===== src/rtl/rlmd_pkg.sv =====
// ----------------------------------------------------------------------------
// rlmd_pkg
// Types, codes and constants shared by the run-length move decoder files.
// ----------------------------------------------------------------------------
package rlmd_pkg;

	localparam int CH_W    = 8;
	localparam int REP_W   = 16;
	localparam int MOVES_W = 20;
	localparam int CFG_W   = 20;
	localparam int ADDR_W  = 1;
	localparam int DIG_W   = 4;
	// widest digit-run value: 65535 * 10 + 9 fits in 20 bits
	localparam int VAL_W   = 20;

	// reset values of the configuration registers
	localparam logic [REP_W-1:0]   MAX_REPEAT_RST = 16'd99;
	localparam logic [MOVES_W-1:0] MAX_MOVES_RST  = 20'd4096;

	// register indexes
	localparam logic [ADDR_W-1:0] REG_MAX_REPEAT = 1'd0;
	localparam logic [ADDR_W-1:0] REG_MAX_MOVES  = 1'd1;

	// characters of the record text
	localparam logic [CH_W-1:0] CHAR_0     = 8'h30;
	localparam logic [CH_W-1:0] CHAR_9     = 8'h39;
	localparam logic [CH_W-1:0] CHAR_UP    = 8'h77;  // w
	localparam logic [CH_W-1:0] CHAR_DOWN  = 8'h73;  // s
	localparam logic [CH_W-1:0] CHAR_LEFT  = 8'h61;  // a
	localparam logic [CH_W-1:0] CHAR_RIGHT = 8'h64;  // d

	typedef enum logic [1:0] {
		DIR_UP    = 2'd0,
		DIR_DOWN  = 2'd1,
		DIR_LEFT  = 2'd2,
		DIR_RIGHT = 2'd3
	} dir_t;

	typedef enum logic [2:0] {
		ERR_OK         = 3'd0,
		ERR_EMPTY      = 3'd1,
		ERR_TOO_BIG    = 3'd2,
		ERR_ZERO       = 3'd3,
		ERR_DIGITS_END = 3'd4,
		ERR_BAD_LETTER = 3'd5,
		ERR_TOO_MANY   = 3'd6
	} err_t;

	// decoder state carried from one character to the next
	typedef struct packed {
		logic [REP_W-1:0]   digit_count;
		logic               have_digits;
		logic [MOVES_W-1:0] total_moves;
		logic               at_record_start;
		logic               skipping;
	} state_t;

	localparam state_t STATE_RST = '{
		digit_count:     '0,
		have_digits:     1'b0,
		total_moves:     '0,
		at_record_start: 1'b1,
		skipping:        1'b0
	};

	// one result item
	typedef struct packed {
		logic             run_valid;
		dir_t             direction;
		logic [REP_W-1:0] repeat_res;
		logic             done_res;
		err_t             error;
	} res_t;

	// configuration limits as seen by the decoder
	typedef struct packed {
		logic [REP_W-1:0]   max_repeat;
		logic [MOVES_W-1:0] max_moves;
	} cfg_t;

endpackage


===== src/rtl/rlmd_cfg.sv =====
// ----------------------------------------------------------------------------
// rlmd_cfg
// Configuration registers: repeat limit per token and move limit per record.
// ----------------------------------------------------------------------------
module rlmd_cfg import rlmd_pkg::*; (
	input  logic              clk,
	input  logic              arst_n,
	input  logic              cfg_we,
	input  logic [ADDR_W-1:0] cfg_addr,
	input  logic [CFG_W-1:0]  cfg_wdata,
	output cfg_t              cfg
);

	logic [REP_W-1:0]   max_repeat_q;
	logic [MOVES_W-1:0] max_moves_q;

	// write the addressed register
	always_ff @(posedge clk or negedge arst_n) begin
		if (!arst_n) begin
			max_repeat_q <= MAX_REPEAT_RST;
			max_moves_q  <= MAX_MOVES_RST;
		end else if (cfg_we) begin
			case (cfg_addr)
				REG_MAX_REPEAT: max_repeat_q <= cfg_wdata[REP_W-1:0];
				REG_MAX_MOVES:  max_moves_q  <= cfg_wdata[MOVES_W-1:0];
				default: ;
			endcase
		end
	end

	assign cfg.max_repeat = max_repeat_q;
	assign cfg.max_moves  = max_moves_q;

endmodule


===== src/rtl/rlmd_decode.sv =====
// ----------------------------------------------------------------------------
// rlmd_decode
// Single-character decode step: next state and an optional result item.
// ----------------------------------------------------------------------------
module rlmd_decode import rlmd_pkg::*; (
	input  state_t          st,
	input  cfg_t            cfg,
	input  logic [CH_W-1:0] ch,
	input  logic            is_last,
	input  logic            no_char,
	output state_t          st_next,
	output res_t            res,
	output logic            res_valid
);

	logic [CH_W-1:0]    ch_off;
	logic [DIG_W-1:0]   digit;
	logic [VAL_W-1:0]   dc_ext;
	logic [VAL_W-1:0]   value;
	logic [REP_W-1:0]   rep;
	logic [MOVES_W:0]   moves_sum;
	logic               is_digit;
	logic               is_letter;
	dir_t               dir;
	state_t             st_fail;

	// digit value, times-ten as two shifts
	assign ch_off   = ch - CHAR_0;
	assign digit    = ch_off[DIG_W-1:0];
	assign dc_ext   = {{(VAL_W-REP_W){1'b0}}, st.digit_count};
	assign value    = (dc_ext << 3) + (dc_ext << 1) + {{(VAL_W-DIG_W){1'b0}}, digit};
	assign is_digit = (ch >= CHAR_0) && (ch <= CHAR_9);

	// letter decode
	always_comb begin
		is_letter = 1'b1;
		case (ch)
			CHAR_UP:    dir = DIR_UP;
			CHAR_DOWN:  dir = DIR_DOWN;
			CHAR_LEFT:  dir = DIR_LEFT;
			CHAR_RIGHT: dir = DIR_RIGHT;
			default: begin
				dir       = DIR_UP;
				is_letter = 1'b0;
			end
		endcase
	end

	assign rep       = st.have_digits ? st.digit_count : {{(REP_W-1){1'b0}}, 1'b1};
	assign moves_sum = {1'b0, st.total_moves} + {{(MOVES_W+1-REP_W){1'b0}}, rep};

	// state after an error: skip the rest unless this item ends the text
	always_comb begin
		st_fail          = STATE_RST;
		st_fail.skipping = !is_last;
	end

	// one step of the record parser
	always_comb begin
		st_next        = st;
		res_valid      = 1'b0;
		res.run_valid  = 1'b0;
		res.direction  = DIR_UP;
		res.repeat_res = '0;
		res.done_res   = 1'b1;
		res.error      = ERR_OK;

		if (st.skipping) begin
			if (is_last)
				st_next = STATE_RST;
		end else if (no_char) begin
			if (is_last) begin
				res_valid = 1'b1;
				st_next   = STATE_RST;
				if (st.at_record_start)
					res.error = ERR_EMPTY;
				else if (st.have_digits)
					res.error = (st.digit_count == '0) ? ERR_ZERO : ERR_DIGITS_END;
			end
		end else if (is_digit) begin
			if (value > {{(VAL_W-REP_W){1'b0}}, cfg.max_repeat}) begin
				res_valid = 1'b1;
				res.error = ERR_TOO_BIG;
				st_next   = st_fail;
			end else if (is_last) begin
				res_valid = 1'b1;
				res.error = (value == '0) ? ERR_ZERO : ERR_DIGITS_END;
				st_next   = STATE_RST;
			end else begin
				st_next.digit_count     = value[REP_W-1:0];
				st_next.have_digits     = 1'b1;
				st_next.at_record_start = 1'b0;
			end
		end else if (st.have_digits && (st.digit_count == '0)) begin
			res_valid = 1'b1;
			res.error = ERR_ZERO;
			st_next   = st_fail;
		end else if (!is_letter) begin
			res_valid = 1'b1;
			res.error = ERR_BAD_LETTER;
			st_next   = st_fail;
		end else if (moves_sum > {1'b0, cfg.max_moves}) begin
			res_valid = 1'b1;
			res.error = ERR_TOO_MANY;
			st_next   = st_fail;
		end else begin
			// emit the run
			res_valid      = 1'b1;
			res.run_valid  = 1'b1;
			res.direction  = dir;
			res.repeat_res = rep;
			res.done_res   = is_last;
			if (is_last) begin
				st_next = STATE_RST;
			end else begin
				st_next.total_moves     = moves_sum[MOVES_W-1:0];
				st_next.digit_count     = '0;
				st_next.have_digits     = 1'b0;
				st_next.at_record_start = 1'b0;
			end
		end
	end

endmodule


===== src/rtl/run_length_move_decoder.sv =====
// ----------------------------------------------------------------------------
// run_length_move_decoder
// Decodes a character stream of counted w/s/a/d tokens into direction runs.
// ----------------------------------------------------------------------------
// Path: the accepting edge loads the input register; the result register is
//   loaded as the character leaves it, which waits while a result meets a
//   full result register that m_tready stalls.
// Throughput: one character per cycle unless such a stall holds it; the
//   decode step between the two registers is combinational.
// Reset: arst_n clears all control state, sets the limits to 99 and 4096
//   and starts a fresh record; no clearing pass is needed.
module run_length_move_decoder import rlmd_pkg::*; (
	input  logic              clk,
	input  logic              arst_n,
	// configuration write port
	input  logic              cfg_we,
	input  logic [ADDR_W-1:0] cfg_addr,
	input  logic [CFG_W-1:0]  cfg_wdata,
	// character stream
	input  logic              s_tvalid,
	output logic              s_tready,
	input  logic [7:0]        s_tdata,   // [7:0] ch
	input  logic              s_tlast,   // is_last
	input  logic              s_tuser,   // [0] no_char
	// run stream
	output logic              m_tvalid,
	input  logic              m_tready,
	output logic [23:0]       m_tdata,   // [1:0] direction, [17:2] repeat_res,
	                                     // [20:18] error, [23:21] zero
	output logic              m_tlast,   // done_res
	output logic              m_tuser    // [0] run_valid
);

	cfg_t            cfg;
	logic            valid_s1;
	logic [CH_W-1:0] ch_s1;
	logic            last_s1;
	logic            nochar_s1;
	state_t          state_q;
	state_t          state_next;
	res_t            res;
	logic            res_valid;
	logic            out_valid_q;
	res_t            out_res_q;
	logic            out_free;
	logic            adv_s1;
	logic            s_accept;

	rlmd_cfg u_cfg (
		.clk       (clk),
		.arst_n    (arst_n),
		.cfg_we    (cfg_we),
		.cfg_addr  (cfg_addr),
		.cfg_wdata (cfg_wdata),
		.cfg       (cfg)
	);

	rlmd_decode u_decode (
		.st        (state_q),
		.cfg       (cfg),
		.ch        (ch_s1),
		.is_last   (last_s1),
		.no_char   (nochar_s1),
		.st_next   (state_next),
		.res       (res),
		.res_valid (res_valid)
	);

	// pipeline flow control
	assign out_free = !out_valid_q || m_tready;
	assign adv_s1   = valid_s1 && (!res_valid || out_free);
	assign s_tready = !valid_s1 || adv_s1;
	assign s_accept = s_tvalid && s_tready;

	// input register: valid
	always_ff @(posedge clk or negedge arst_n) begin
		if (!arst_n) begin
			valid_s1 <= 1'b0;
		end else if (s_accept) begin
			valid_s1 <= 1'b1;
		end else if (adv_s1) begin
			valid_s1 <= 1'b0;
		end
	end

	// input register: payload
	always_ff @(posedge clk) begin
		if (s_accept) begin
			ch_s1     <= s_tdata;
			last_s1   <= s_tlast;
			nochar_s1 <= s_tuser;
		end
	end

	// advance the parser state as the character leaves the input register
	always_ff @(posedge clk or negedge arst_n) begin
		if (!arst_n) begin
			state_q <= STATE_RST;
		end else if (adv_s1) begin
			state_q <= state_next;
		end
	end

	// result register: valid
	always_ff @(posedge clk or negedge arst_n) begin
		if (!arst_n) begin
			out_valid_q <= 1'b0;
		end else if (adv_s1 && res_valid) begin
			out_valid_q <= 1'b1;
		end else if (m_tready) begin
			out_valid_q <= 1'b0;
		end
	end

	// result register: payload
	always_ff @(posedge clk) begin
		if (adv_s1 && res_valid)
			out_res_q <= res;
	end

	assign m_tvalid = out_valid_q;
	assign m_tdata  = {3'b000, out_res_q.error, out_res_q.repeat_res, out_res_q.direction};
	assign m_tlast  = out_res_q.done_res;
	assign m_tuser  = out_res_q.run_valid;

endmodule


===== config.mk =====
export PLATFORM = sky130hd
export DESIGN_NAME = run_length_move_decoder
export DESIGN_NICKNAME = d
export VERILOG_FILES = /design/src/rtl/rlmd_pkg.sv /design/src/rtl/rlmd_cfg.sv /design/src/rtl/rlmd_decode.sv /design/src/rtl/run_length_move_decoder.sv
export SDC_FILE = /design/constraint.sdc
export NUM_CORES = 1
export LEC_CHECK = 0
export ABC_CLOCK_PERIOD_IN_PS = 4500
export BUFFER_PORTS_ARGS = -buffer_cell sky130_fd_sc_hd__buf_2
export CORE_MARGIN = 4
export CORE_UTILIZATION = 25
export CTS_BUF_LIST = sky130_fd_sc_hd__clkbuf_8
export CTS_CLUSTER_DIAMETER = 40
export DETAILED_ROUTE_END_ITERATION = 7
export GPL_TIMING_DRIVEN = 0
export PLACE_DENSITY_LB_ADDON = 0.2
export SLEW_MARGIN = 40
export SYNTH_ARGS = -nofsm -noshare
export SYNTH_HDL_FRONTEND = slang
export SYNTH_SLANG_ARGS = --single-unit

===== constraint.sdc =====
create_clock -name clk -period 4.5 [get_ports clk]
set_input_delay 0.675 -clock clk [delete_from_list [all_inputs] [get_ports clk]]
set_output_delay 0.675 -clock clk [all_outputs]
set_load 0.01 [all_outputs]

# Yosys cells after proc, flatten, opt, wreduce, memory -nomap -nowiden
# Cells that the tools add are included.
# word_totals
reg_bits	110
elab_cells	94
in_bits	36
out_inout_bits	28
# classes
reduce_logical	23
magnitude_cmp	4
eq_ne	7
addsub	4
n_mux	37
n_bitwise	2
# ops
operator	count
$mux W39	8
$mux W20	2
$mux W3	12
$eq A8 B7 Y1 const B	4
$mux W22	1
$add A20 B16 Y21	1
$gt A21 B20 Y1	1
$mux W21	1
$add A19 B17 Y20	1
$add A20 B4 Y20	1
$gt A20 B16 Y1	1
$logic_not A20 Y1	1
$mux W17	1
$logic_not A16 Y1	1
$mux W16	1
$mux W1	10
$ge A8 B6 Y1 const B	1
$le A8 B6 Y1 const B	1
$pmux W2 S3	1
$reduce_or A6 Y1	1
$logic_and A1 B1 Y1	5
$reduce_or A5 Y1	1
$logic_not A1 Y1	4
$ne A2 B2 Y1 const B	2
other kinds (9)	14

# Longest topological paths before layout
# Gate-level depths: netlist (run 1).
# logic_depth
depth_word	13
ltp_mapped	21
mapped_depth_nobuf	20

# Cells and area by module
# A second synthesis (run 1) with hierarchy kept.
# hier_totals
hier_cells	967
hier_area_um2	9001.1
# modules_own_cells
mod	n_inst	cells_each	seq_area_each_um2	area_per_inst_um2
rlmd_decode	1	619	0.0	4287.9
run_length_move_decoder	1	270	2018.2	3299.4
rlmd_cfg	1	78	907.1	1413.9

# Worst setup path before layout (run 1)
# No wires, ideal clock.
# synth_path
kind	register -> register
start	register ch_s1[3]
end	register ch_s1[0], enable pin
n_path_buf	0
path_slack_ns	-0.411
required_ns	4.117
setup_time_ns	0.383
stages_incl_launch_ff	16
t_arrival_ns	4.528
cell_sequence	edfxtp_1 fa_1 ha_1 a21o_1 nand4_1 and3b_1 or2_2 xnor2_1 ha_1 a21o_1 a21o_1 a211oi_1 a21boi_0 nor4_4 o21ai_1 a31oi_1
# synth_via
elab_chain_len	12
word_cells_on_any_way	15
classes_between	2 x add/sub; 3 x order compare; 4 x mux; 6 x reduce/logical
# synth_rtl
item	line	source
start: declaration	run_length_move_decoder.sv:36	logic [CH_W-1:0] ch_s1;
start signal: assignment	run_length_move_decoder.sv:89	ch_s1 <= s_tdata;
$sub A4 B1 Y4	rlmd_decode.sv:28	assign ch_off = ch - CHAR_0;
$add A20 B4 Y20	rlmd_decode.sv:31	assign value = (dc_ext << 3) + (dc_ext << 1) + {{(VAL_W-DIG_W){1'b0}}, digit};
$gt A20 B16 Y1	rlmd_decode.sv:81	if (value > {{(VAL_W-REP_W){1'b0}}, cfg.max_repeat}) begin
$mux W1	rlmd_decode.sv:81	
$mux W1 (*)	rlmd_decode.sv:80	end else if (is_digit) begin
$mux W1 (*)	rlmd_decode.sv:71	end else if (no_char) begin
$mux W1 (*)	rlmd_decode.sv:68	if (st.skipping) begin
$logic_not A1 Y1 (*)	run_length_move_decoder.sv:71	assign adv_s1 = valid_s1 && (!res_valid || out_free);
$logic_or A1 B1 Y1 (*)	run_length_move_decoder.sv:71	
$logic_and A1 B1 Y1 (*)	run_length_move_decoder.sv:71	
$logic_or A1 B1 Y1 (*)	run_length_move_decoder.sv:72	assign s_tready = !valid_s1 || adv_s1;
$logic_and A1 B1 Y1 (*)	run_length_move_decoder.sv:73	assign s_accept = s_tvalid && s_tready;
named net s_accept	run_length_move_decoder.sv:47	logic s_accept;
# The timed path passes the listed nets; every way through them passes the cells marked *.
# A chain may end at the register's enable or synchronous reset.

# Worst setup path in the final report (run 1)
# layout_path
start	register ch_s1[3]
end	output port s_tready
# layout_via
elab_chain_len	11
word_cells_on_any_way	14
classes_between	2 x add/sub; 3 x order compare; 4 x mux; 5 x reduce/logical
# layout_rtl
item	line	source
$sub A4 B1 Y4	rlmd_decode.sv:28	
$add A20 B4 Y20	rlmd_decode.sv:31	
$gt A20 B16 Y1	rlmd_decode.sv:81	
$mux W1	rlmd_decode.sv:81	
$mux W1 (*)	rlmd_decode.sv:80	
$mux W1 (*)	rlmd_decode.sv:71	
$mux W1 (*)	rlmd_decode.sv:68	
$logic_not A1 Y1 (*)	run_length_move_decoder.sv:71	
$logic_or A1 B1 Y1 (*)	run_length_move_decoder.sv:71	
$logic_and A1 B1 Y1 (*)	run_length_move_decoder.sv:71	
$logic_or A1 B1 Y1 (*)	run_length_move_decoder.sv:72	
end: declaration	run_length_move_decoder.sv:21	output logic s_tready,
# Every way passes the cells marked *; elsewhere a longest branch is shown, timed or not.

==> results of run 1 <==
-- worst max-delay path: stages, from the launching register on --
cell,delay [ns]
sky130_fd_sc_hd__edfxtp_1,0.48
sky130_fd_sc_hd__fa_1,0.54
sky130_fd_sc_hd__fa_2,0.46
sky130_fd_sc_hd__a21o_1,0.22
sky130_fd_sc_hd__a221oi_4,0.33
sky130_fd_sc_hd__buf_6,0.16
sky130_fd_sc_hd__o221ai_4,0.13
sky130_fd_sc_hd__xor2_4,0.20
sky130_fd_sc_hd__ha_2,0.33
sky130_fd_sc_hd__nand4_1,0.10
sky130_fd_sc_hd__nor3_1,0.21
sky130_fd_sc_hd__nand3_1,0.09
sky130_fd_sc_hd__a21boi_4,0.17
sky130_fd_sc_hd__nor4_4,0.37
sky130_fd_sc_hd__o21ai_4,0.09
sky130_fd_sc_hd__nand3_2,0.09
sky130_fd_sc_hd__buf_6,0.10
-- logic make-up after synthesis --
| kind of cell | Yosys count |
|---|---|
| AOI/OAI and AO/OA | 184 |
| xor gates and xnor gates | 28 |
| and+or+nand+nor | 201 |
| buffers and inverters | 92 |
| other | 1 |
| adders and majority gates | 86 |
| muxes | 38 |
| DFF | 110 |
-- per-stage QoR --
step	setup TNS [ns]	cells	setup WS, ns
2_1_floorplan	0	742	0.0236
3_3_place_gp	-86.12	1192	-1.52
4_1_cts	-14.38	1242	-0.640
3_5_place_dp	-84.14	1193	-1.53
6_report	-18.05	1257	-0.666
5_1_grt	-32.59	1257	-0.827
-- registers in the layout (all words and copies together), names as in the netlist --
register	count
m_tuser	1
last_s1	1
state_q	39
u_cfg.max_repeat_q	16
nochar_s1	1
m_tlast	1
u_cfg.max_moves_q	20
ch_s1	8
m_tdata	21
m_tvalid	1
valid_s1	1
-- cell type report --
cell class | instances | area share
Tap cell | 390 | 0.0508
Inverter | 71 | 0.0277
Clock inverter | 6 | 0.00625
Multi-Input combinational cell | 542 | 0.498
Timing Repair Buffer | 108 | 0.0809
Buffer | 20 | 0.0172
Sequential cell | 110 | 0.305
Clock buffer | 10 | 0.0143
-- routing by layer --
| metal | up-vias | global-route usage |
|---|---|---|
| met5 | - | 0 |
| met4 | 0 | 0.0411 |
| met3 | 22 | 0.0246 |
| met2 | 127 | 0.213 |
| met1 | 2944 | 0.192 |
| li1 | 2947 | - |
-- timing repair --
action                     CTS  global route
resized for setup           92            44
pin swaps                   56            21
cloned                       3             2
buffers inserted            31            15
setup endpoints to repair   98            98
-- final timing paths --
| path | to | slack, ns | cells past startpoint |
|---|---|---|---|
| min | u_cfg.max_moves_q[0]$_DFFE_PN0P_ | 0.17 | 1 |
| max | s_tready | -0.67 | 16 |
| max in group asynchronous | u_cfg.max_repeat_q[6]$_DFFE_PN1P_ | 3.72 | 2 |
| min in group clk | ch_s1[3]$_DFFE_PP_ | 0.46 | 1 |
| max reg2reg | state_q[3]$_DFFE_PN0P_ | -0.39 | 18 |
| min reg2reg | u_cfg.max_moves_q[6]$_DFFE_PN0P_ | 0.52 | 1 |
-- power breakdown --
part	total [mW]	switching (mW)	internal [mW]	leakage, nW
clock network	0.649	0.376	0.272	0.102
registers	1.17	0.0457	1.12	1.29
logic	0.418	0.240	0.178	2.90
total	2.23	0.662	1.57	4.30
-- synth_stat cells, types with 14 or more instances --
cell	number
sky130_fd_sc_hd__o21ai_0	38
sky130_fd_sc_hd__ha_1	83
sky130_fd_sc_hd__edfxtp_1	33
sky130_fd_sc_hd__a21o_1	14
sky130_fd_sc_hd__and2_1	34
sky130_fd_sc_hd__nand2_1	55
sky130_fd_sc_hd__a21oi_1	35
sky130_fd_sc_hd__nor2_1	27
sky130_fd_sc_hd__a22o_1	18
sky130_fd_sc_hd__inv_1	70
sky130_fd_sc_hd__xnor2_1	23
sky130_fd_sc_hd__mux2_2	21
sky130_fd_sc_hd__dfrtp_1	71
==> impl_metrics.yaml, run 1 <==
die:
  pin_count: 64
  fp-row-count: 63
  die_area_um2: 32700
  design.core.area_um2: 29600
  y_dimension_of_the_die_um: 181
  chipWidth_um: 181
  starting_density_of_the_core: 0.253
worst_setup_path:
  cp.arrival_ns: 4.49
  start_point_of_the_critical_path: "ch_s1[3]$_DFFE_PP_"
  crit_type: "reg2out"
  timing.critical_path.required_ns: 3.83
  path_max_fanout: 3
  crit_path_start_kind: "register"
  r2r_start: "ch_s1[3]$_DFFE_PP_"
  worstSetupEndpointType: "primary output"
grt:
  global_route.usage.total: 0.136
  initial_antenna_violation_count: 0
  global_route_wire_length_before_repair_um: 35200
  largest_net_degree_at_the_start_of_global_routing: 47
  first_global_vias: 6073
  grt_overflow_total: 0
route:
  wl_met3_um: 814
  detail_route.wirelength_um: 22800
  highest_layer: "met4"
  dr.pass1.iters: 5
  wl_per_cell_um: 18.1
  detailroute.via_count: 6040
  initialDrtViolationCount: 354
  post-route-drc-count: 0
  drtAntennaViolNets: 0
  vias_per_cell: 4.81
  met2RoutedLength_um: 10300
  met1Wirelength_um: 11300
cts:
  clock-sinks: 110
  cts.clk_slew.worst_paths_ns: 0.11
  cts_hold_repair.buffers: 0
  clock_tree.buffer_depth: 2
  cts_made_buffers: 9
  h-tree-depth: 3
  ctsRootBufferMaster: "sky130_fd_sc_hd__clkbuf_8"
  clock_tree_from_tritoncts: "built"
  clock_insertion_delay_worst_skew_ns: 0.39
timing:
  final_critical_path_setup_slack_ns: -0.666
  rsz0062_at_grt: "yes"
  hold_violations: 0
  fin_crit_ns: 5.17
  worst_slew_margin_rel: 0.515
  finalSetupViolCount: 91
  final_max_slew_viol_count: 0
  tightest_slew_ns: 0.726
  timing.clock.skew_ns: 0.0132
  period_share: 1.15
  max_freq_mhz: 194
  hold_slack_ns: 0.174
layout:
  layout.core_utilization: 0.325
  drive_gt1_frac: 0.310
  multi_input_gate_area_in_the_final_layout_um2: 4790
  layout_common_cells: "sky130_fd_sc_hd__inv_1 (70), sky130_fd_sc_hd__ha_1 (70), sky130_fd_sc_hd__dfrtp_1 (66), sky130_fd_sc_hd__buf_2 (59), sky130_fd_sc_hd__nand2_1 (54)"
  area_delta_synth_final_pct: 28.6
  antennaDiodeCount: 0
  finish.instance_area_um2: 9610
  fin_nets: 984
  register_area_um2: 2930
  filler_cell_count: 3078
yosys:
  ys_dominant_reg_cell: "sky130_fd_sc_hd__dfrtp_1"
  synth_mux_area_frac: 0.0571
  yosysSeqAreaShare: 0.391
  adder_cell_fraction_of_synth_area: 0.147
  synth_edf_count: 33
  syn_inst_count: 740
  synth_top_cell_by_area: "sky130_fd_sc_hd__dfrtp_1"
  seq_cells_post_synth: 110
  synthDistinctLibCells: 76
  main_combinational_cell_family_by_area_after_synthesis: "compound AO/OA/AOI/OAI gates"
  synth.yosys.warnings: 0
  synth_async_sr_flop_share: 0.700
  post-synth-top-area-fraction: 0.238
  post_synth_instance_area_um2: 7480
  synthesis.area_per_instance_um2: 10.1
  synth-simple-area-share: 0.146
  yosys.area_share.xor_xnor: 0.0328
  synth_top_cells_by_area: "sky130_fd_sc_hd__dfrtp_1 (24%), sky130_fd_sc_hd__ha_1 (14%), sky130_fd_sc_hd__edfxtp_1 (13%), sky130_fd_sc_hd__inv_1 (3.5%), sky130_fd_sc_hd__mux2_2 (3.2%)"
  area_fraction_in_compound_gates_after_synthesis: 0.173
status:
  status: "complete, but fails checks"
  violations: "negative setup slack"
place:
  port_buffers: 60
  routability_cong: 0.824
  dp.final_hpwl_um: 17000
  postPlaceCellArea_um2: 8350
power_and_ir_drop:
  power_mw: 2.23
  power-per-cell-area_nw_per_um2: 232
  max-vdd-ir-drop_uv: 152
  leakagePower_nw: 4.30
hold_path:
  holdCritPathClass: "in2async"
job:
  timing.max_cap.violations: 0
(Power assumes the default switching activity.)
==> inputs of run 2 (changes only) <==
--- a/config.mk
+++ b/config.mk
@@ -5,6 +5,7 @@
 export SDC_FILE = /design/constraint.sdc
 export NUM_CORES = 1
 export LEC_CHECK = 0
+export ABC_AREA = 1
 export ABC_CLOCK_PERIOD_IN_PS = 4500
 export BUFFER_PORTS_ARGS = -buffer_cell sky130_fd_sc_hd__buf_2
 export CORE_MARGIN = 4
==> run 2 against run 1 <==
  * The run still ends with negative setup slack left
  * First-iteration DRC count decreased by 26%
  * Non-clock buffer count decreased by 10
  * Sequential share of layout area decreased by 0.61 points
  * Worst hold slack got worse by 0.066 ns
  * Worst setup slack improved by 0.65 ns
  * Area after synthesis increased by 4.1%
  * Largest cell class unchanged
  * Highest routed layer unchanged
==> impl_metrics.yaml, run 2 <==
worst_setup_path:
  critPathMaxStageDelay_ns: 0.52
  cp_common_cell: "sky130_fd_sc_hd__nand2_2"
  path_max_fanout: 3
  cp_cell_sequence: "buf_6 -> fa_1 -> ha_1 -> nand3_2 -> nand3_4 -> nand2_2 -> nand2_4 -> nand3_1 -> nand2_2 -> xor2_4 -> ha_4 -> nand2_1 -> nor2_1 -> a211oi_2 -> nand2_2 -> nand2_4 -> nand4_4 -> nand4_1 -> buf_2"
  worstSetupEndpointType: "primary output"
  cp_top_family: "simple AND/OR/NAND/NOR gates"
  cp.arrival_ns: 3.85
  crit_type: "reg2out"
  crit_path_start_kind: "register"
  timing.critical_path.buf_inv: 2
  crit_path_top_delay_cell: "sky130_fd_sc_hd__fa_1"
  timing.critical_path.required_ns: 3.83
timing:
  worst_slew_margin_rel: 0.600
  final_critical_path_setup_slack_ns: -0.0207
  max_freq_mhz: 221
  hold_violations: 0
  finalSetupViolCount: 1
  rsz0062_at_grt: "yes"
  final_max_slew_viol_count: 0
  fin_crit_ns: 4.52
  tightest_slew_ns: 0.600
  timing.clock.skew_ns: 0.0233
  period_share: 1.00
layout:
  final-instance-count-excl-fill: 1552
  layout_common_cells: "sky130_fd_sc_hd__nand2_1 (303), sky130_fd_sc_hd__inv_1 (168), sky130_fd_sc_hd__ha_1 (69), sky130_fd_sc_hd__dfrtp_1 (68), sky130_fd_sc_hd__nor2_1 (62)"
  layout.cells.most_common: "sky130_fd_sc_hd__nand2_1"
  multi_input_gate_area_in_the_final_layout_um2: 4690
  antennaDiodeCount: 0
  fin_nets: 1273
  largest_reg_flops: 39
  filler_cell_count: 3273
  regMostFlops: "state_q"
  drive_gt1_frac: 0.203
  area_delta_synth_final_pct: 25.9
  register_area_um2: 2930
yosys:
  ys_dominant_reg_cell: "sky130_fd_sc_hd__dfrtp_1"
  synth_top_cells_by_count: "sky130_fd_sc_hd__nand2_1 (320), sky130_fd_sc_hd__inv_1 (175), sky130_fd_sc_hd__ha_1 (83), sky130_fd_sc_hd__nor2_1 (72), sky130_fd_sc_hd__dfrtp_1 (71)"
  post-synth-top-area-fraction: 0.228
  seq_cells_post_synth: 110
  synth_top_cell_by_area: "sky130_fd_sc_hd__dfrtp_1"
  syn_inst_count: 1042
  synth_edf_count: 33
  most_common_cell_in_the_synthesized_netlist: "sky130_fd_sc_hd__nand2_1"
  synth_top_cells_by_area: "sky130_fd_sc_hd__dfrtp_1 (23%), sky130_fd_sc_hd__nand2_1 (15%), sky130_fd_sc_hd__ha_1 (13%), sky130_fd_sc_hd__edfxtp_1 (13%), sky130_fd_sc_hd__inv_1 (8.4%)"
  yosysSeqAreaShare: 0.376
  synth.yosys.warnings: 0
  synthDistinctLibCells: 42
  post_synth_instance_area_um2: 7780
  synth_async_sr_flop_share: 0.700
  synthesis.area_per_instance_um2: 7.47
grt:
  global_route.usage.total: 0.135
  top_usage_layer: "met2"
  global_routing_usage_on_met3: 0.0109
  grt.met1_usage: 0.170
  first_global_vias: 6856
  largest_net_degree_at_the_start_of_global_routing: 56
  grt_overflow_total: 0
  initial_antenna_violation_count: 0
  global_route_wire_length_before_repair_um: 35900
  global_route.usage.met2: 0.240
cts:
  clock_insertion_delay_worst_skew_ns: 0.41
  clock-sinks: 110
  h-tree-depth: 3
  ctsRootBufferMaster: "sky130_fd_sc_hd__clkbuf_8"
  clock_tree_from_tritoncts: "built"
  cts_made_buffers: 9
  cts_hold_repair.buffers: 0
  cts.clk_slew.worst_paths_ns: 0.12
  clock_tree.buffer_depth: 2
power_and_ir_drop:
  power.switching_fraction: 0.338
  netSwitchingPower_uw: 789
  max-vdd-ir-drop_uv: 114
  p_int_mw: 1.55
  pwr-share-comb: 0.207
  power.clock.fraction: 0.277
  leakagePower_nw: 5.14
  power-per-cell-area_nw_per_um2: 238
  seq_power_share: 0.515
route:
  dr.pass1.iters: 5
  detailroute.via_count: 6841
  drtAntennaViolNets: 0
  detail_route.wirelength_um: 22800
  vias_per_cell: 4.41
  wl_per_cell_um: 14.7
  initialDrtViolationCount: 263
  post-route-drc-count: 0
die:
  design.core.area_um2: 30700
  die_area_um2: 34000
  starting_density_of_the_core: 0.254
  fp-row-count: 64
  chipWidth_um: 184
  y_dimension_of_the_die_um: 184
  pin_count: 64
place:
  dp_worst_setup_slack_ns: -1.06
  placed_cells: 1501
  port_buffers: 60
  routability_cong: 0.830
  dp.final_hpwl_um: 17900
job:
  timing.max_cap.violations: 0
status:
  violations: "negative setup slack"
  status: "complete, but fails checks"
hold_path:
  holdCritPathClass: "in2async"
-- run 2: cell types whose count changed after synthesis, moves of 16 or more --
cell,before,now
sky130_fd_sc_hd__a22o_1,18,0
sky130_fd_sc_hd__and2_1,34,3
sky130_fd_sc_hd__inv_1,70,175
sky130_fd_sc_hd__mux2_2,21,0
sky130_fd_sc_hd__nand2_1,55,320
sky130_fd_sc_hd__nand3_1,9,36
sky130_fd_sc_hd__nor2_1,27,72
sky130_fd_sc_hd__nor3_1,10,27
sky130_fd_sc_hd__o21ai_0,38,54
-- run 2: power groups by stage --
stage,clock network (mW),registers (mW),logic [mW]
after floorplan,0,1.23,0.247
after global placement,0,1.23,0.429
after detailed placement,0,1.23,0.438
after CTS,0.667,1.21,0.459
after global routing,0.703,1.22,0.551
final,0.648,1.20,0.484
-- run 2: worst paths after layout --
check | to | depth (start not counted) | startpoint | slack (ns)
worst max register to register | m_tdata[4]$_SDFFCE_PP0P_ | 22 | state_q[23]$_DFFE_PN0P_ | 0.09
max in group asynchronous | state_q[25]$_DFFE_PN0P_ | 2 | arst_n | 3.80
worst max-delay path | s_tready | 19 | state_q[23]$_DFFE_PN0P_ | -0.02
min in group clk | ch_s1[2]$_DFFE_PP_ | 1 | s_tdata[2] | 0.44
worst min-delay path | u_cfg.max_moves_q[16]$_DFFE_PN0P_ | 1 | arst_n | 0.11
worst min register to register | u_cfg.max_moves_q[3]$_DFFE_PN0P_ | 2 | u_cfg.max_moves_q[3]$_DFFE_PN0P_ | 0.50
-- run 2: final cells by class --
| cell class | count | area share |
|---|---|---|
| repair inverters | 1 | 0.000893 |
| clock buffers | 9 | 0.0126 |
| inverters | 177 | 0.0710 |
| well taps | 396 | 0.0505 |
| repair buffers | 96 | 0.0646 |
| flip-flops and latches | 110 | 0.299 |
| clock inverters | 7 | 0.00893 |
| multi-input cells | 734 | 0.478 |
| plain buffers | 22 | 0.0144 |
-- run 2: routing by layer --
metal  up-vias  routed length [um]
met2        79               11600
met4         0                 553
met3        20                 495
met5         -                   0
met1      3199               10100
li1       3543                   -
-- run 2: stage by stage --
step,power (mW),TNS [ns],util,hold slack (ns),cell area [um^2]
6_report,2.34,-0.0207,0.320,0.108,9800
3_5_place_dp,1.67,-54.81,0.281,0.469,8620
4_1_cts,2.33,-0.0391,0.306,0.110,9380
2_1_floorplan,1.47,0,-,0.379,7790
3_3_place_gp,1.66,-60.30,0.280,0.464,8590
5_1_grt,2.47,-2.31,0.320,0.113,9800
-- run 2: kinds of logic after synthesis --
family | after synthesis | synth area share
AND/OR/NAND/NOR | 492 | 0.266
buffers and inverters | 200 | 0.100
flip-flops | 110 | 0.376
AO/OA/AOI/OAI | 124 | 0.0837
other | 1 | 0.000482
XOR/XNOR | 29 | 0.0326
adder cells (fa/ha/maj) | 86 | 0.141
-- run 2: timing repair --
item / 4_1_cts / 5_1_grt
endpoints found under the setup margin: 96 / 68
pin swaps: 21 / 25
gates resized for setup: 69 / 84
setup buffers: 23 / 10
cloned: 1 / 2
hold endpoints to repair: 0 / 0
==> inputs of run 3 (changes only) <==
--- a/config.mk
+++ b/config.mk
@@ -8,8 +8,8 @@
 export ABC_AREA = 1
 export ABC_CLOCK_PERIOD_IN_PS = 4500
 export BUFFER_PORTS_ARGS = -buffer_cell sky130_fd_sc_hd__buf_2
-export CORE_MARGIN = 4
-export CORE_UTILIZATION = 25
+export CORE_MARGIN = 2
+export CORE_UTILIZATION = 45
 export CTS_BUF_LIST = sky130_fd_sc_hd__clkbuf_8
 export CTS_CLUSTER_DIAMETER = 40
 export DETAILED_ROUTE_END_ITERATION = 7
==> run 3 against run 2 <==
  * The run now ends clean
  * First-iteration DRC count is 79% higher
  * Clock power is 8.6% lower
  * Global-route usage is 9.3 points higher
  * Clock skew is 0.0094 ns lower
  * Sequential power hardly changed
  * Power is 3.5% lower
  * Flip-flop and latch count stayed put
  * Non-clock buffer count is 3 higher
  * Die area is 46% lower
  * Sequential share of layout area is 1.1 points higher
  * Largest cell class unchanged
==> impl_metrics.yaml, run 3 (same netlist as run 2, synthesis figures left out) <==
status:
  status: "finished clean"
place:
  port_buffers: 60
  dp_worst_setup_slack_ns: -0.789
  dp.final_hpwl_um: 15500
  routability_cong: 0.884
  placed_cells: 1330
grt:
  grt_overflow_total: 0
  largest_net_degree_at_the_start_of_global_routing: 57
  global_route.usage.total: 0.227
  global_route_wire_length_before_repair_um: 32700
  first_global_vias: 6728
  initial_antenna_violation_count: 0
cts:
  clock_insertion_delay_worst_skew_ns: 0.40
  ctsRootBufferMaster: "sky130_fd_sc_hd__clkbuf_8"
  cts.clk_slew.worst_paths_ns: 0.12
  clock-sinks: 110
  clock_tree_from_tritoncts: "built"
  cts_made_buffers: 9
  clock_tree.buffer_depth: 2
  h-tree-depth: 3
  cts_hold_repair.buffers: 0
layout:
  layout.cells.most_common: "sky130_fd_sc_hd__nand2_1"
  largest_reg_flops: 39
  final-instance-count-excl-fill: 1385
  area_delta_synth_final_pct: 21.7
  register_area_um2: 2940
  multi_input_gate_area_in_the_final_layout_um2: 4620
  regMostFlops: "state_q"
  fin_nets: 1277
  layout_common_cells: "sky130_fd_sc_hd__nand2_1 (308), sky130_fd_sc_hd__inv_1 (171), sky130_fd_sc_hd__ha_1 (69), sky130_fd_sc_hd__nor2_1 (65), sky130_fd_sc_hd__dfrtp_1 (62)"
  antennaDiodeCount: 0
  drive_gt1_frac: 0.207
  filler_cell_count: 1642
route:
  detailroute.via_count: 7028
  vias_per_cell: 5.07
  drtAntennaViolNets: 0
  detail_route.wirelength_um: 20700
  wl_per_cell_um: 15.0
  initialDrtViolationCount: 471
  dr.pass1.iters: 5
  post-route-drc-count: 0
worst_setup_path:
  timing.critical_path.required_ns: 3.83
  start_point_of_the_critical_path: "state_q[30]$_DFFE_PN0P_"
  worstSetupEndpointType: "primary output"
  path_max_fanout: 5
  crit_type: "reg2out"
  crit_path_top_delay_cell: "sky130_fd_sc_hd__dfrtp_2"
  critPathMaxStageDelay_ns: 0.47
  setup.reg_to_reg.worst_slack_ns: 0.09
  cp_cell_sequence: "ha_1 -> ha_2 -> nand2_1 -> inv_1 -> a21oi_1 -> inv_1 -> a21oi_1 -> nand2_1 -> xor2_2 -> ha_4 -> nand2_1 -> nor2_1 -> a211oi_2 -> nand2_1 -> nand2_2 -> nand4_4 -> nand4_1 -> buf_2"
  crit_path_start_kind: "register"
  cp_top_family: "adder cells"
  cp.arrival_ns: 3.79
  r2r_start: "state_q[30]$_DFFE_PN0P_"
  timing.critical_path.buf_inv: 3
  cp_common_cell: "sky130_fd_sc_hd__nand2_1"
die:
  design.core.area_um2: 17100
  starting_density_of_the_core: 0.455
  pin_count: 64
  fp-row-count: 48
  die_area_um2: 18400
  chipWidth_um: 136
  y_dimension_of_the_die_um: 136
power_and_ir_drop:
  max-vdd-ir-drop_uv: 166
  leakagePower_nw: 5.09
  power_mw: 2.25
  power-per-cell-area_nw_per_um2: 238
hold_path:
  holdCritPathClass: "in2async"
timing:
  hold_violations: 0
  finalSetupViolCount: 0
  worst_slew_margin_rel: 0.499
  max_freq_mhz: 224
  fin_crit_ns: 4.46
  period_share: 0.991
  final_max_slew_viol_count: 0
  setup_total_negative_slack_ns: 0
  timing.clock.skew_ns: 0.0139
  rsz0062_at_grt: "yes"
  final_critical_path_setup_slack_ns: 0.0400
  tightest_slew_ns: 0.751
job:
  timing.max_cap.violations: 0
run 3: cell count changes in the layout (fill, tap and decap cells not counted), moves of 3 or more:
cell,previous run,this run
sky130_fd_sc_hd__dfrtp_1,68,62
sky130_fd_sc_hd__nand3_2,3,6
sky130_fd_sc_hd__nor3_2,4,14
sky130_fd_sc_hd__buf_4,32,38
sky130_fd_sc_hd__xor2_4,3,0
sky130_fd_sc_hd__nor2_1,62,65
sky130_fd_sc_hd__dfrtp_2,3,9
sky130_fd_sc_hd__nand2_1,303,308
sky130_fd_sc_hd__nand2_2,16,11
sky130_fd_sc_hd__nor3_1,23,13
sky130_fd_sc_hd__inv_1,168,171
run 3: cell type report:
| class | count | share of cell area |
|---|---|---|
| Multi-Input combinational cell | 735 | 0.487 |
| Sequential cell | 110 | 0.310 |
| Inverter | 177 | 0.0711 |
| Timing Repair Buffer | 99 | 0.0666 |
| Tap cell | 225 | 0.0297 |
| Buffer | 22 | 0.0155 |
| Clock buffer | 9 | 0.0131 |
| Clock inverter | 7 | 0.00594 |
| Timing Repair inverter | 1 | 0.000793 |
run 3: final timing paths:
path	endpoint	cells after the start
min in group clk	ch_s1[3]$_DFFE_PP_	1
max in group asynchronous	u_cfg.max_repeat_q[1]$_DFFE_PN1P_	2
setup / recovery	s_tready	18
setup reg to reg	m_tdata[20]$_SDFFCE_PP0P_	21
hold / removal	u_cfg.max_moves_q[17]$_DFFE_PN0P_	1
hold reg to reg	state_q[21]$_DFFE_PN0P_	2
run 3: power breakdown:
part	switching, mW	internal, mW	leakage (nW)	total, mW
registers	0.0534	1.15	1.30	1.20
logic	0.306	0.155	3.69	0.461
clock network	0.382	0.210	0.0978	0.592
run 3: per-stage QoR:
step	utilization	hold slack (ns)	instance area (um^2)
final	0.553	0.106	9470
after global routing	0.553	0.113	9470
after CTS	0.525	0.112	8980
after detailed placement	0.491	0.465	8410
after global placement	0.489	0.464	8370
after floorplan	-	0.379	7790
run 3: repair_timing:
| item | 4_1_cts | 5_1_grt |
|---|---|---|
| pin swaps | 19 | 24 |
| setup endpoints to repair | 68 | 68 |
| gates resized for setup | 53 | 86 |
| gates cloned | 1 | 3 |
| buffers inserted | 21 | 15 |
run 3: per-layer routing:
layer,up-vias,track usage,share of wire
li1,3540,-,-
met1,3304,0.301,0.45
met2,150,0.386,0.48
met3,34,0.0284,0.038
met4,0,0.0770,0.029
met5,-,0,0
